**src/rtl/rtpr_pkg.sv**
```systemverilog
// ----------------------------------------------------------------------------
// RTP packetizer package
// Shared sizes, codes and control structs for the RTP header generator with
// its retransmit ring.
// ----------------------------------------------------------------------------
package rtpr_pkg;

  // Ring geometry. The ring holds the most recent RING_DEPTH sent headers.
  localparam int unsigned RING_DEPTH = 512;
  localparam int unsigned SLOT_W     = (RING_DEPTH > 1) ? $clog2(RING_DEPTH) : 1;
  localparam int unsigned FILL_W     = $clog2(RING_DEPTH + 1);

  // Field widths of the stream items.
  localparam int unsigned SEQ_W      = 16;
  localparam int unsigned TS_W       = 32;
  localparam int unsigned SSRC_W     = 32;
  localparam int unsigned LEN_W      = 16;
  localparam int unsigned SAMP_W     = 16;
  localparam int unsigned KIND_W     = 7;
  localparam int unsigned SLOT_OUT_W = 9;
  localparam int unsigned CNT_W      = 32;
  localparam int unsigned CFG_W      = 32;
  localparam int unsigned CFG_IDX_W  = 2;

  // Stored ring entry: length, source, timestamp, header word (low bits).
  localparam int unsigned RAM_W      = LEN_W + SSRC_W + TS_W + 32;

  // First header byte: version 2, no padding, no extension, no CSRC.
  localparam logic [7:0] RTP_V2_BYTE = 8'h80;

  // Reset value of the sync interval register.
  localparam logic [CNT_W-1:0] SYNC_INTERVAL_RST = 32'd44100;

  typedef enum logic [1:0] {
    MODE_SEND  = 2'd0,
    MODE_FETCH = 2'd1,
    MODE_SYNC  = 2'd2,
    MODE_FLUSH = 2'd3
  } mode_e;

  typedef enum logic [CFG_IDX_W-1:0] {
    CFG_SSRC            = 2'd0,
    CFG_START_SEQUENCE  = 2'd1,
    CFG_START_TIMESTAMP = 2'd2,
    CFG_SYNC_INTERVAL   = 2'd3
  } cfg_idx_e;

  // Controller to datapath commands.
  typedef struct packed {
    logic load;      // capture the incoming word
    logic rd_issue;  // look up the ring and start the read
    logic commit;    // update state and load the result register
  } cmd_t;

  // Datapath to controller status.
  typedef struct packed {
    logic is_fetch;
  } status_t;

  // One result word.
  typedef struct packed {
    logic                  sync_due;
    logic                  found;
    logic [LEN_W-1:0]      stored_length;
    logic [SLOT_OUT_W-1:0] slot;
    logic [SSRC_W-1:0]     source_id;
    logic [TS_W-1:0]       timestamp;
    logic [31:0]           header_word;
  } result_t;

endpackage

```
**src/rtl/rtpr_ctrl.sv**
```systemverilog
// ----------------------------------------------------------------------------
// RTP packetizer controller
// Sequences one request at a time through capture, ring access and result
// hand-off, and owns the valid flag of the result register.
// ----------------------------------------------------------------------------
module rtpr_ctrl (
  input  logic             clk_i,
  input  logic             rst_ni,
  input  logic             s_valid_i,
  output logic             s_ready_o,
  output logic             m_valid_o,
  input  logic             m_ready_i,
  input  rtpr_pkg::status_t status_i,
  output rtpr_pkg::cmd_t    cmd_o
);

  typedef enum logic [2:0] {
    S_IDLE = 3'b001,
    S_EXEC = 3'b010,
    S_READ = 3'b100
  } state_e;

  state_e state_q, state_d;
  logic   out_valid_q, out_valid_d;
  logic   out_free;

  // The result register can take a word when empty or when it drains now.
  assign out_free = !out_valid_q || m_ready_i;

  // Next state and commands.
  always_comb begin
    state_d   = state_q;
    cmd_o     = '0;
    s_ready_o = (state_q == S_IDLE);
    unique case (state_q)
      S_IDLE: begin
        if (s_valid_i) begin
          cmd_o.load = 1'b1;
          state_d    = S_EXEC;
        end
      end
      S_EXEC: begin
        if (status_i.is_fetch) begin
          cmd_o.rd_issue = 1'b1;
          state_d        = S_READ;
        end else if (out_free) begin
          cmd_o.commit = 1'b1;
          state_d      = S_IDLE;
        end
      end
      S_READ: begin
        if (out_free) begin
          cmd_o.commit = 1'b1;
          state_d      = S_IDLE;
        end
      end
      default: begin
        state_d = S_IDLE;
      end
    endcase
  end

  // Result valid flag.
  always_comb begin
    if (cmd_o.commit) begin
      out_valid_d = 1'b1;
    end else if (m_ready_i) begin
      out_valid_d = 1'b0;
    end else begin
      out_valid_d = out_valid_q;
    end
  end

  always_ff @(posedge clk_i or negedge rst_ni) begin
    if (!rst_ni) begin
      state_q     <= S_IDLE;
      out_valid_q <= 1'b0;
    end else begin
      state_q     <= state_d;
      out_valid_q <= out_valid_d;
    end
  end

  assign m_valid_o = out_valid_q;

  // A new result never overwrites a word that is still stalled.
  a_no_overwrite: assert property (@(posedge clk_i) disable iff (!rst_ni)
    cmd_o.commit |-> !(out_valid_q && !m_ready_i))
    else $error("result overwritten while stalled");

  // A ring read is always followed by the read state, which does its commit.
  a_read_then_commit: assert property (@(posedge clk_i) disable iff (!rst_ni)
    cmd_o.rd_issue |=> (state_q == S_READ))
    else $error("ring read not followed by read stage");

endmodule

```
**config.mk**
```make
export PLATFORM = sky130hd
export DESIGN_NAME = rtpr_ctrl
export DESIGN_NICKNAME = d
export VERILOG_FILES = /design/src/rtl/rtpr_pkg.sv /design/src/rtl/rtpr_ctrl.sv
export SDC_FILE = /design/constraint.sdc
export NUM_CORES = 1
export LEC_CHECK = 0
export ABC_CLOCK_PERIOD_IN_PS = 1000
export BUFFER_PORTS_ARGS = -buffer_cell sky130_fd_sc_hd__buf_2
export CAP_MARGIN = 20
export CORE_AREA = 2 2 39 41
export CTS_CLUSTER_SIZE = 30
export DETAILED_ROUTE_END_ITERATION = 7
export DIE_AREA = 0 0 41 43
export PLACE_DENSITY_LB_ADDON = 0.1
export SYNTH_ARGS = -nofsm -noshare
export SYNTH_HDL_FRONTEND = slang
export SYNTH_SLANG_ARGS = --single-unit
```
**constraint.sdc**
```tcl
create_clock -name clk_i -period 1 [get_ports clk_i]
set_input_delay 0 -clock clk_i [delete_from_list [all_inputs] [get_ports clk_i]]
set_output_delay 0 -clock clk_i [all_outputs]
set_load 0.02 [all_outputs]
```
=== Word-level counts from Yosys, hierarchy flattened ===
Index checks and enable logic that the tools add are counted.

* Register bits: 4
* Input bits: 5
* Output and inout port bits: 5
* Logic and storage cells: 22

* Eq/ne operators: 4
* Mux-type cells: 13
* Reduce and logical (&&, ||, !) cells: 3

{| class="wikitable"
|+ Operators by type and width
! cell !! number
|-
| $mux 3 || 3
|-
| $pmux 3 s3 || 1
|-
| $mux 1 || 8
|-
| $eq 3x1->1 const B || 1
|-
| $eq 3x2->1 const B || 1
|-
| $eq 3x3->1 const B || 1
|-
| $ne 2x2->1 const B || 1
|-
| $pmux 1 s2 || 1
|-
| $reduce_bool 2->1 || 1
|-
| $logic_not 1->1 || 1
|-
| $logic_or 1x1->1 || 1
|}

=== Depth between registers and ports, before layout ===
* Word-level depth: 6
* Gate-level depth with buffers: 4

=== Worst setup path after synthesis ===
Ideal clock, no wire load.

* Kind: register to register
* Start: register state_q[0]
* End: register state_q[0]
* Library setup time: 0.078 ns
* Arrival: 1.330 ns
* Setup slack: -0.408 ns
* Cell stages (with the launch flop): 4
* Buffers on the path: 0
* Period minus slack after synthesis: 1.408 ns
* Path through: dfstp_2 > nor3b_2 > and2_4 > and3b_1

* Elaborated cells on any way between the ends: 7

{| class="wikitable"
|+ RTL lines
! item !! RTL line !! source
|-
| start: declaration || rtpr_ctrl.sv:23 || <nowiki>state_e state_q, state_d;</nowiki>
|-
| start signal: assignment || rtpr_ctrl.sv:79 || <nowiki>state_q <= state_d;</nowiki>
|-
| $eq 3x1->1 (*) || - ||
|-
| net s_ready_o || rtpr_ctrl.sv:10 || <nowiki>output logic s_ready_o,</nowiki>
|-
| $pmux 3 s3 or $ne 2x2->1 (tied branches) || - ||
|}

Mark *: on every way through the listed nets, which the timed path passes. The rest lies on a longest branch.
A chain may end at the register's enable or synchronous reset.

==> results.json <==
{
  "outcome": "finished with violations",
  "violations": "negative setup slack",
  "final.setup.worst_slack_ns": -0.261,
  "dieHeight_um": 43,
  "period_share": 1.26,
  "fin_area_um2": 395,
  "whs_ns": 0.0584,
  "portBuffers": 9,
  "initial_core_util": 0.173,
  "clock.fmax_mhz": 793,
  "num_vias": 224,
  "internal-power_w": 0.000519,
  "start_kind": "flip-flop",
  "top_layer": "met4",
  "dp_slack_ns": -0.135,
  "htree_levels": 1,
  "clkTransAtPathRegs_ns": 0.04,
  "dieArea_mm2": 0.00176,
  "setup_viol": 8,
  "cts_buffers": 3,
  "via_per_inst": 4.15,
  "synth_cell_types": 16,
  "p_leak_nw": 0.182,
  "grt_overflow": 0,
  "cts-root-buf": "clkbuf_4",
  "synth_cells": 23,
  "drc": 0,
  "yosysSeqAreaShare": 0.424,
  "reg2reg_depth": 3,
  "gp_congestion": 0.727,
  "hp-class": "in -> reg",
  "dr_wl_met3_um": 37,
  "grt_max_degree": 8,
  "worstSetupPathType": "reg -> out",
  "fillerInstances": 157,
  "fin_crit_ns": 1.26,
  "maxSlewHeadroom": 0.880,
  "drt-total-wl_um": 619,
  "grt_pass1_vias": 240,
  "ys_ff_latch": 4,
  "syn2layout_area_growth_pct": 65.4,
  "combinationalPowerShare": 0.377,
  "hold_viol": 0,
  "clock_skew_ns": 0.00408,
  "coreArea_mm2": 0.00138,
  "max-cap-violations": 0,
  "power_switching_share": 0.307,
  "num_antenna_cells": 0,
  "max-vdd-ir-drop_uv": 494,
  "placed_area_um2": 310,
  "tightest_slew_ns": 0.180,
  "std_cell_rows": 14,
  "tritoncts": "done",
  "syn_nets": 28,
  "p_sw_w": 0.000230,
  "synth_warnings": 0,
  "fin_nets": 44,
  "dieWidth_um": 41,
  "wl_met2_um": 293,
  "end_kind": "output pin",
  "cts_buffer_depth": 2,
  "hpwlAfterDp_um": 456,
  "power_frac_clock": 0.308,
  "track_usage": 0.103,
  "synth_area_um2": 239,
  "drv_slew": 0,
  "pwr-share-seq": 0.314,
  "io_pins": 10,
  "grt_setup_unrepaired": "yes",
  "total_power_w": 0.000748,
  "crit_arrival_ns": 1.26,
  "grt_pass1_wl_mm": 1.09,
  "synth_area_per_cell_um2": 10.4,
  "wl_per_cell_um": 11.5,
  "cts.sinks": 4,
  "dr.pass1.iters": 1,
  "layout-drive-gt1-share": 0.605,
  "antenna_found_initial": 0,
  "hold_depth": 3,
  "critPathMaxFanout": 4,
  "required_ns": 1.00,
  "powerDensity_mw_per_mm2": 1890,
  "ant_nets": 0,
  "clk-insertion-delay-late_ns": 0.24,
  "met1_length_um": 269,
  "dr.first_iter.drc_count": 0
}
through the flow:
stage,util,cells,setup TNS [ns]
CTS,0.278,54,-1.16
global placement,0.224,48,-0.373
global route,0.286,54,-1.66
finish,0.286,54,-1.12
detailed placement,0.224,48,-0.310
floorplan,-,23,-0.504
routing by layer:
metal  vias up  global-route usage
met1       104               0.127
met3         2              0.0209
met5         -                   0
li1        110                   -
met4         0               0.160
met2         8               0.109
cells in the final DEF (no fill, tap or decap), types with 2 or more instances in the layout:
master,n
buf_2,5
buf_4,3
buf_6,3
clkbuf_4,3
dfrtp_2,2
nand3b_1,2
nor2b_1,2
nor3b_2,2
power by group through the flow:
stage / Sequential, W / Combinational [W] / Clock [W]
finish: 0.000235 / 0.000282 / 0.000231
global route: 0.000242 / 0.000308 / 0.000265
CTS: 0.000236 / 0.000278 / 0.000246
detailed placement: 0.000236 / 0.000216 / 0
global placement: 0.000238 / 0.000216 / 0
floorplan: 0.000238 / 0.000139 / 0
cells by family (layout without fill, tap and decap cells):
logic type | after synthesis | count (layout) | synth area share
and+or+nand+nor | 15 | 15 | 0.471
AOI/OAI and AO/OA | 3 | 3 | 0.0733
buffers and inverters | 1 | 16 | 0.0314
DFF | 4 | 4 | 0.424
path summary, 6_finish.rpt:
kind                       startpoint    endpoint  slack (ns)
min                         s_valid_i  state_q[1]        0.06
min in group asynchronous      rst_ni   m_valid_o        0.10
max                        state_q[0]    cmd_o[2]       -0.26
max reg2reg                state_q[0]  state_q[0]       -0.15
min reg2reg                state_q[2]  state_q[1]        0.54
max in group asynchronous      rst_ni  state_q[0]        0.69
cell usage after synthesis:
cell type | n | area (µm²)
dfrtp_1 | 3 | 75.1
nand3b_1 | 2 | 15.0
nand2b_1 | 2 | 12.5
dfstp_2 | 1 | 26.3
and2_4 | 1 | 8.76
o21bai_1 | 1 | 7.51
buf_4 | 1 | 7.51
nor2b_1 | 2 | 12.5
nor3b_1 | 3 | 22.5
and3b_1 | 1 | 8.76
nand2_1 | 1 | 3.75
and4bb_2 | 1 | 12.5
o21ai_0 | 1 | 5.00
nor2_1 | 1 | 3.75
a21oi_1 | 1 | 5.00
nor3b_2 | 1 | 12.5
worst max-delay path, cell delays in order, from the launching register on:
cell and delay, ns:
dfstp_2 0.55, nor3b_4 0.20, and2_4 0.17, buf_6 0.11
cell type report:
type	instances	area, µm²	area share
multi-input combinational	18	154	0.389
clock buffer	4	26.3	0.0665
sequential	4	104	0.263
timing repair buffer	12	91.3	0.231
tap	16	20.0	0.0506
flip-flops by register name (all words and copies together) (netlist names):
name,flops
m_valid_o,1
state_q,3
timing repair:
item	4_1_cts	5_1_grt
hold endpoints to repair	4	0
gates resized for setup	9	3
buffers inserted	1	0
hold buffers	1	0
setup endpoints to repair	8	8
pin swaps	1	2
gates cloned	0	0
Note: power is estimated with default switching activity, not from simulation.
